===== src/hdl/lfcf_pkg.sv =====
// shared constants, codes and types of the lowpass feedback comb filter
// used by lfcf_ctrl, lfcf_dp and lowpass_feedback_comb_filter; no dependencies
package lfcf_pkg;

  localparam int DEPTH       = 8192;
  localparam int SAMPLE_BITS = 16;
  localparam int FRAC_BITS   = 8;
  localparam int ADDR_W      = $clog2(DEPTH);
  localparam int WHOLE_W     = 13;
  localparam int GAIN_W      = 16;
  localparam int LP_W        = SAMPLE_BITS + 8;
  localparam int CFG_IDX_W   = 4;
  localparam int CFG_DATA_W  = 16;

  // 0.999 in Q0.16
  localparam logic [GAIN_W-1:0] GAIN_LIMIT = GAIN_W'(65470);

  // register indexes of the configuration port
  localparam logic [CFG_IDX_W-1:0] REG_DELAY_WHOLE    = CFG_IDX_W'(0);
  localparam logic [CFG_IDX_W-1:0] REG_DELAY_FRACTION = CFG_IDX_W'(1);
  localparam logic [CFG_IDX_W-1:0] REG_FEEDBACK_GAIN  = CFG_IDX_W'(2);
  localparam logic [CFG_IDX_W-1:0] REG_LOWPASS_GAIN   = CFG_IDX_W'(3);

  // input operation codes
  localparam logic OP_PROCESS = 1'b0;
  localparam logic OP_CLEAR   = 1'b1;

  typedef enum logic [2:0] {
    S_CLR,
    S_IDLE,
    S_RD,
    S_MUL,
    S_DLY,
    S_LP,
    S_FB,
    S_WR
  } state_t;

  typedef struct packed {
    logic load;
    logic clr_start;
    logic clr_step;
    logic rd;
    logic mul;
    logic dly;
    logic lp;
    logic fb;
    logic wr;
  } cmd_t;

  typedef struct packed {
    logic clr_last;
  } status_t;

  typedef struct packed {
    logic [WHOLE_W-1:0]   delay_whole;
    logic [FRAC_BITS-1:0] delay_fraction;
    logic [GAIN_W-1:0]    feedback_gain;
    logic [GAIN_W-1:0]    lowpass_gain;
  } cfg_t;

endpackage


===== src/hdl/lfcf_ctrl.sv =====
// sequencer of the lowpass feedback comb filter: input and result handshakes,
// clearing pass and the per-word step order; uses lfcf_pkg
module lfcf_ctrl (
  input  logic               clk,
  input  logic               rst_n,
  input  logic               in_valid,
  input  logic               in_op,
  output logic               in_stall,
  output logic               out_valid,
  input  logic               out_stall,
  input  lfcf_pkg::status_t  status,
  output lfcf_pkg::cmd_t     cmd
);

  lfcf_pkg::state_t state_r, state_nxt;
  logic             out_valid_r, out_valid_nxt;
  logic             accept;
  logic             out_free;

  assign in_stall  = (state_r != lfcf_pkg::S_IDLE);
  assign accept    = in_valid && !in_stall;
  assign out_free  = !out_valid_r || !out_stall;
  assign out_valid = out_valid_r;

  always_comb begin
    state_nxt = state_r;
    unique case (state_r)
      lfcf_pkg::S_CLR: begin
        if (status.clr_last) state_nxt = lfcf_pkg::S_IDLE;
      end
      lfcf_pkg::S_IDLE: begin
        if (accept) begin
          state_nxt = (in_op == lfcf_pkg::OP_CLEAR) ? lfcf_pkg::S_CLR : lfcf_pkg::S_RD;
        end
      end
      lfcf_pkg::S_RD:  state_nxt = lfcf_pkg::S_MUL;
      lfcf_pkg::S_MUL: state_nxt = lfcf_pkg::S_DLY;
      lfcf_pkg::S_DLY: state_nxt = lfcf_pkg::S_LP;
      lfcf_pkg::S_LP:  state_nxt = lfcf_pkg::S_FB;
      lfcf_pkg::S_FB:  state_nxt = lfcf_pkg::S_WR;
      lfcf_pkg::S_WR: begin
        if (out_free) state_nxt = lfcf_pkg::S_IDLE;
      end
      default: state_nxt = lfcf_pkg::S_CLR;
    endcase
  end

  always_comb begin
    cmd = '0;
    unique case (state_r)
      lfcf_pkg::S_CLR:  cmd.clr_step = 1'b1;
      lfcf_pkg::S_IDLE: begin
        cmd.load      = accept && (in_op == lfcf_pkg::OP_PROCESS);
        cmd.clr_start = accept && (in_op == lfcf_pkg::OP_CLEAR);
      end
      lfcf_pkg::S_RD:  cmd.rd  = 1'b1;
      lfcf_pkg::S_MUL: cmd.mul = 1'b1;
      lfcf_pkg::S_DLY: cmd.dly = 1'b1;
      lfcf_pkg::S_LP:  cmd.lp  = 1'b1;
      lfcf_pkg::S_FB:  cmd.fb  = 1'b1;
      lfcf_pkg::S_WR:  cmd.wr  = out_free;
      default: cmd = '0;
    endcase
  end

  always_comb begin
    if (cmd.wr) begin
      out_valid_nxt = 1'b1;
    end else if (!out_stall) begin
      out_valid_nxt = 1'b0;
    end else begin
      out_valid_nxt = out_valid_r;
    end
  end

  // reset starts with a clearing pass over the delay memory
  always_ff @(posedge clk) begin
    if (!rst_n) begin
      state_r     <= lfcf_pkg::S_CLR;
      out_valid_r <= 1'b0;
    end else begin
      state_r     <= state_nxt;
      out_valid_r <= out_valid_nxt;
    end
  end

`ifndef SYNTHESIS
  // a finished word never overwrites one still waiting
  assert property (@(posedge clk) disable iff (!rst_n)
    cmd.wr |-> (!out_valid_r || !out_stall))
    else $error("lfcf_ctrl: result overwritten while stalled");

  // only one writer of the delay memory at a time
  assert property (@(posedge clk) disable iff (!rst_n)
    $onehot0({cmd.wr, cmd.clr_step}))
    else $error("lfcf_ctrl: clear and sample write collide");

  assert property (@(posedge clk) disable iff (!rst_n)
    (accept && in_op == lfcf_pkg::OP_PROCESS) |=> state_r == lfcf_pkg::S_RD)
    else $error("lfcf_ctrl: process word did not start a read");

  assert property (@(posedge clk) disable iff (!rst_n)
    (accept && in_op == lfcf_pkg::OP_CLEAR) |=> (state_r == lfcf_pkg::S_CLR && !out_valid_nxt)
      || (state_r == lfcf_pkg::S_CLR && out_valid_r))
    else $error("lfcf_ctrl: clear word did not start a clearing pass");

  assert property (@(posedge clk) disable iff (!rst_n)
    (state_r == lfcf_pkg::S_CLR && status.clr_last) |=> state_r == lfcf_pkg::S_IDLE)
    else $error("lfcf_ctrl: clearing pass did not end");
`endif

endmodule


===== config.mk =====
export PLATFORM = sky130hd
export DESIGN_NAME = lfcf_ctrl
export DESIGN_NICKNAME = d
export VERILOG_FILES = /design/src/hdl/lfcf_pkg.sv /design/src/hdl/lfcf_ctrl.sv
export SDC_FILE = /design/constraint.sdc
export NUM_CORES = 1
export LEC_CHECK = 0
export BUFFER_PORTS_ARGS = -buffer_cell sky130_fd_sc_hd__buf_2
export CAP_MARGIN = 40
export CORE_AREA = 2 2 39 41
export CTS_CLUSTER_SIZE = 8
export DETAILED_ROUTE_END_ITERATION = 7
export DIE_AREA = 0 0 41 43
export HOLD_SLACK_MARGIN = 0.03
export SYNTH_ARGS = -nofsm -noshare
export SYNTH_HDL_FRONTEND = slang
export SYNTH_SLANG_ARGS = --single-unit

===== constraint.sdc =====
create_clock -name clk -period 1.2 [get_ports clk]
set_clock_uncertainty 0.1 [all_clocks]
set_input_delay 0.06 -clock clk [delete_from_list [all_inputs] [get_ports clk]]
set_output_delay 0.06 -clock clk [all_outputs]
set_load 0.01 [all_outputs]

* After elaboration in Yosys (flattened, before gate mapping)
Index checks and enable logic that the tools add are counted.
Operators by class: equality and inequality tests 12, muxes and demuxes 15, bitwise gates (word level) 1, reduce and logical (&&, ||, !) cells 9
Operators with widths (number):
- $pmux W3 S8 | 1
- $eq A3 B3 Y1 const B | 4
- $mux W1 | 9
- $mux W3 | 3
- $eq A3 B2 Y1 const B | 2
- $ne A2 B2 Y1 const B | 3
- $mux W2 | 2
- $eq A3 B1 Y1 const B | 1
- $logic_and A1 B1 Y1 | 3
- $logic_not A1 Y1 | 3
- $logic_not A3 Y1 | 1
- $ne A3 B1 Y1 const B | 1
- $reduce_and A3 Y1 | 1
- $ne A2 B1 Y1 const B | 1
- $logic_or A1 B1 Y1 | 1
- $not A1 Y1 | 1
Storage, ports and cells: register bits 4, input port bits 6, output and inout bits 11, logic and storage cells 39

* Depth between registers and ports, before layout
depth after elaboration 5, mapped depth 4, gate-level depth less buffers 3

* Worst setup path after synthesis
Ideal clock, no wire load.
kind reg2reg, start point register state_r[1], end point register state_r[0], library setup time 0.128 ns, arrival 0.791 ns, data required time 0.972 ns, setup slack 0.181 ns, stages on the path, launching flop included 5, path buffers 1, clock period less this slack 1.019 ns, path through dfxtp_1 > buf_6 > nand2_2 > nor2_1 > nor3_1
On the way: word-level cells in the longest chain between the ends 5, elaborated cells on any way between the ends 16, classes of those cells 11 x eq/ne; 1 x mux; 4 x reduce/logical
Ends and longest elaborated chain:
- start, declared | RTL line lfcf_ctrl.sv:15 | lfcf_pkg::state_t state_r, state_nxt;
- start signal, assigned | RTL line lfcf_ctrl.sv:79 | state_r <= lfcf_pkg::S_CLR;
- start signal, assigned | RTL line lfcf_ctrl.sv:82 | state_r <= state_nxt;
- $ne A3 B1 Y1 | RTL line lfcf_ctrl.sv:20 | assign in_stall = (state_r != lfcf_pkg::S_IDLE);
- $logic_not A1 Y1 | RTL line lfcf_ctrl.sv:21 | assign accept = in_valid && !in_stall;
- $logic_and A1 B1 Y1 | RTL line lfcf_ctrl.sv:21
- $ne A2 B2 Y1 (no line)
- $reduce_and A3 Y1 (no line)
Parallel ways exist; a longest one is shown, timed or not. A chain may end at the register's enable or synchronous reset.

==> results.yml <==
yosys:
  async_flop_share_pct: 0
  synth_area_leader_cell: "dfxtp_1"
  synthesis.area_um2: 300
  ys_top_cells_by_area: "dfxtp_1, buf_6, nor3_1, nor3b_4, nor2_1"
  synth-edff-count: 0
  ys_seq_area_share_pct: 26.7
  synth_top_area_share_pct: 26.7
  syn_nets: 43
  yosysMostFrequentCell: "nor3_1"
  synth_cell_type_count: 22
  syn_inst: 37
  ys_top_cells_by_count: "nor3_1, dfxtp_1, nor2_1"
  ys_warn_count: 0
  yosys_most_used_dff: "dfxtp_1"
  synth_area_per_cell_um2: 8.12
  synth_seq_cells: 4
power:
  seq_power_share_pct: 33.3
  p_sw_share_pct: 26.4
  internal_power_w: 0.000321
  switchingPower_w: 0.000115
  p_leak_nw: 0.295
  comb_power_share_pct: 29.5
  pwr-share-clk_pct: 37.2
  vdd_ir_drop_max_uv: 633
  powerDensity_nw_per_um2: 755
floorplan:
  row_count: 14
  start_util_pct: 21.7
  die_h_um: 43
  coreArea_um2: 1380
  ios: 17
  die-area_um2: 1760
  die_w_um: 41
layout:
  syn2layout_area_growth_pct: 92.5
  nets: 77
  fill_cells: 141
  fin_cells: 85
  n_antenna_cell: 0
  drive_above_1_share_pct: 71.0
clocking:
  clk_pin_slew_worst_paths_ns: 0.03
  clock_path_buffers: 2
  cts_num_sinks: 4
  htree_num_levels: 1
  root_buffer: "clkbuf_4"
  cts_made_buffers: 3
  cts_tree: "built"
  clock_latency_ns: 0.23
sta:
  hold_violations: 0
  final_max_slew_viol_count: 0
  fin_crit_ns: 1.29
  worst_pin_slew_ns: 0.324
  final.period_utilization_pct: 107
  max_freq_mhz: 777
  slew_headroom_pct: 78.2
  setup_viol: 7
  setup_ws_ns: -0.0877
  tns_ns: -0.391
  rsz0062_at_grt: "true"
worst_setup_path:
  start_kind: "flip-flop"
  critPathKind: "reg -> out"
  crit_fanout: 8
  setup.worst_path.end_class: "output pin"
  crit_arrival_ns: 1.13
  cp.required_ns: 1.04
route:
  antenna_left: 0
  num_vias: 373
  drc: 0
  first_pass_iters: 3
  wire_per_inst_um: 11.3
  drt_iter0_markers: 5
  wl_um: 962
  vias_per_cell: 4.39
grt:
  grt_max_degree: 10
  overflow: 0
  grt_pass1_vias: 305
  grt_pass1_wl_um: 1310
  antenna_found_initial: 0
  grt_usage_pct: 11.6
placement:
  place_hpwl_um: 522
  dp_slack_ns: 0.0109
  gp_congestion: 0.744
  port_buffers: 16
  placed_cells: 66
run_status:
  status: "finished with violations"
  violations: "negative setup slack"
flow_run:
  maxCapViolCount: 0
worst_hold_path:
  min_path_type: "in -> reg"
[worst max-delay path: stages (launching register included)]
cell,delay [ns]
dfxtp_4,0.39
buf_4,0.13
buf_6,0.09
nand2_4,0.05
nor2_2,0.11
buf_2,0.13
[timing repair]
action,4_1_cts,5_1_grt
pin swaps,3,4
setup endpoints to repair,10,10
endpoints found under the hold margin,4,0
cloned,0,0
hold buffers,3,0
setup buffers,6,7
gates resized for setup,12,6
[final timing paths]
check,slack (ns),depth (start not counted),from,to
worst max register to register,0.01,6,state_r[1],state_r[0]
worst min-delay path,0.1,4,in_op,state_r[1]
worst min register to register,0.39,2,out_valid,out_valid
worst max-delay path,-0.09,5,state_r[1],cmd[4]
[placed cells by master (no fill, tap or decap), drive strengths merged]
cell type	n
dfxtp	4
a31oi	1
inv	3
buf	30
nand2	3
nor2b	1
dlygate4sd3	3
a211oi	1
and3	1
nand2b	1
a21boi	1
nor4	1
o21ai	2
clkbuf	3
nand3	1
nor2	4
nor3	5
a21oi	1
nor3b	3
[metrics by stage]
| step | utilization [%] | total power (W) | area, um^2 | hold slack, ns |
|---|---|---|---|---|
| floorplan | - | 0.000202 | 300 | 0.0675 |
| global placement | 26.5 | 0.000225 | 367 | 0.228 |
| detailed placement | 26.5 | 0.000225 | 367 | 0.224 |
| CTS | 36.3 | 0.000418 | 502 | 0.0785 |
| global route | 41.8 | 0.000475 | 578 | 0.138 |
| finish | 41.8 | 0.000437 | 578 | 0.0977 |
[layout make-up]
| cell class | count | area, um^2 | area share [%] |
|---|---|---|---|
| Sequential cell | 4 | 91.3 | 15.8 |
| Multi-Input combinational cell | 26 | 200 | 34.6 |
| Inverter | 3 | 11.3 | 1.95 |
| Timing Repair Buffer | 33 | 233 | 40.3 |
| Clock buffer | 3 | 22.5 | 3.90 |
| Tap cell | 16 | 20.0 | 3.46 |
[state kept, by name, summed over array words and instances, names as in the netlist]
register   count
out_valid      1
state_r        3
[metal layers]
| layer | part of all wire (%) | global-route usage [%] | vias to the layer above | wire length [um] |
|---|---|---|---|---|
| li1 | - | - | 189 | - |
| met1 | 37 | 12.5 | 174 | 352 |
| met2 | 58 | 17.5 | 8 | 554 |
| met3 | 5.2 | 7.85 | 2 | 50 |
| met4 | 0.62 | 4.00 | 0 | 6 |
| met5 | 0 | 0 | - | 0 |
[cell families after synthesis]
kind of cell	after synthesis	share of synthesized area, %
AO/OA/AOI/OAI	6	15.0
AND/OR/NAND/NOR	20	40.8
flip-flops	4	26.7
buffers and inverters	7	17.5
[power groups by stage]
stage | registers (W) | clock network (W) | logic [W]
4_1_cts | 0.000145 | 0.000171 | 0.000101
3_5_place_dp | 0.000152 | 0 | 0.0000731
5_1_grt | 0.000146 | 0.000188 | 0.000141
2_1_floorplan | 0.000143 | 0 | 0.0000588
6_report | 0.000146 | 0.000162 | 0.000129
3_3_place_gp | 0.000152 | 0 | 0.0000726
No activity file was read; power rests on OpenSTA's default activity.
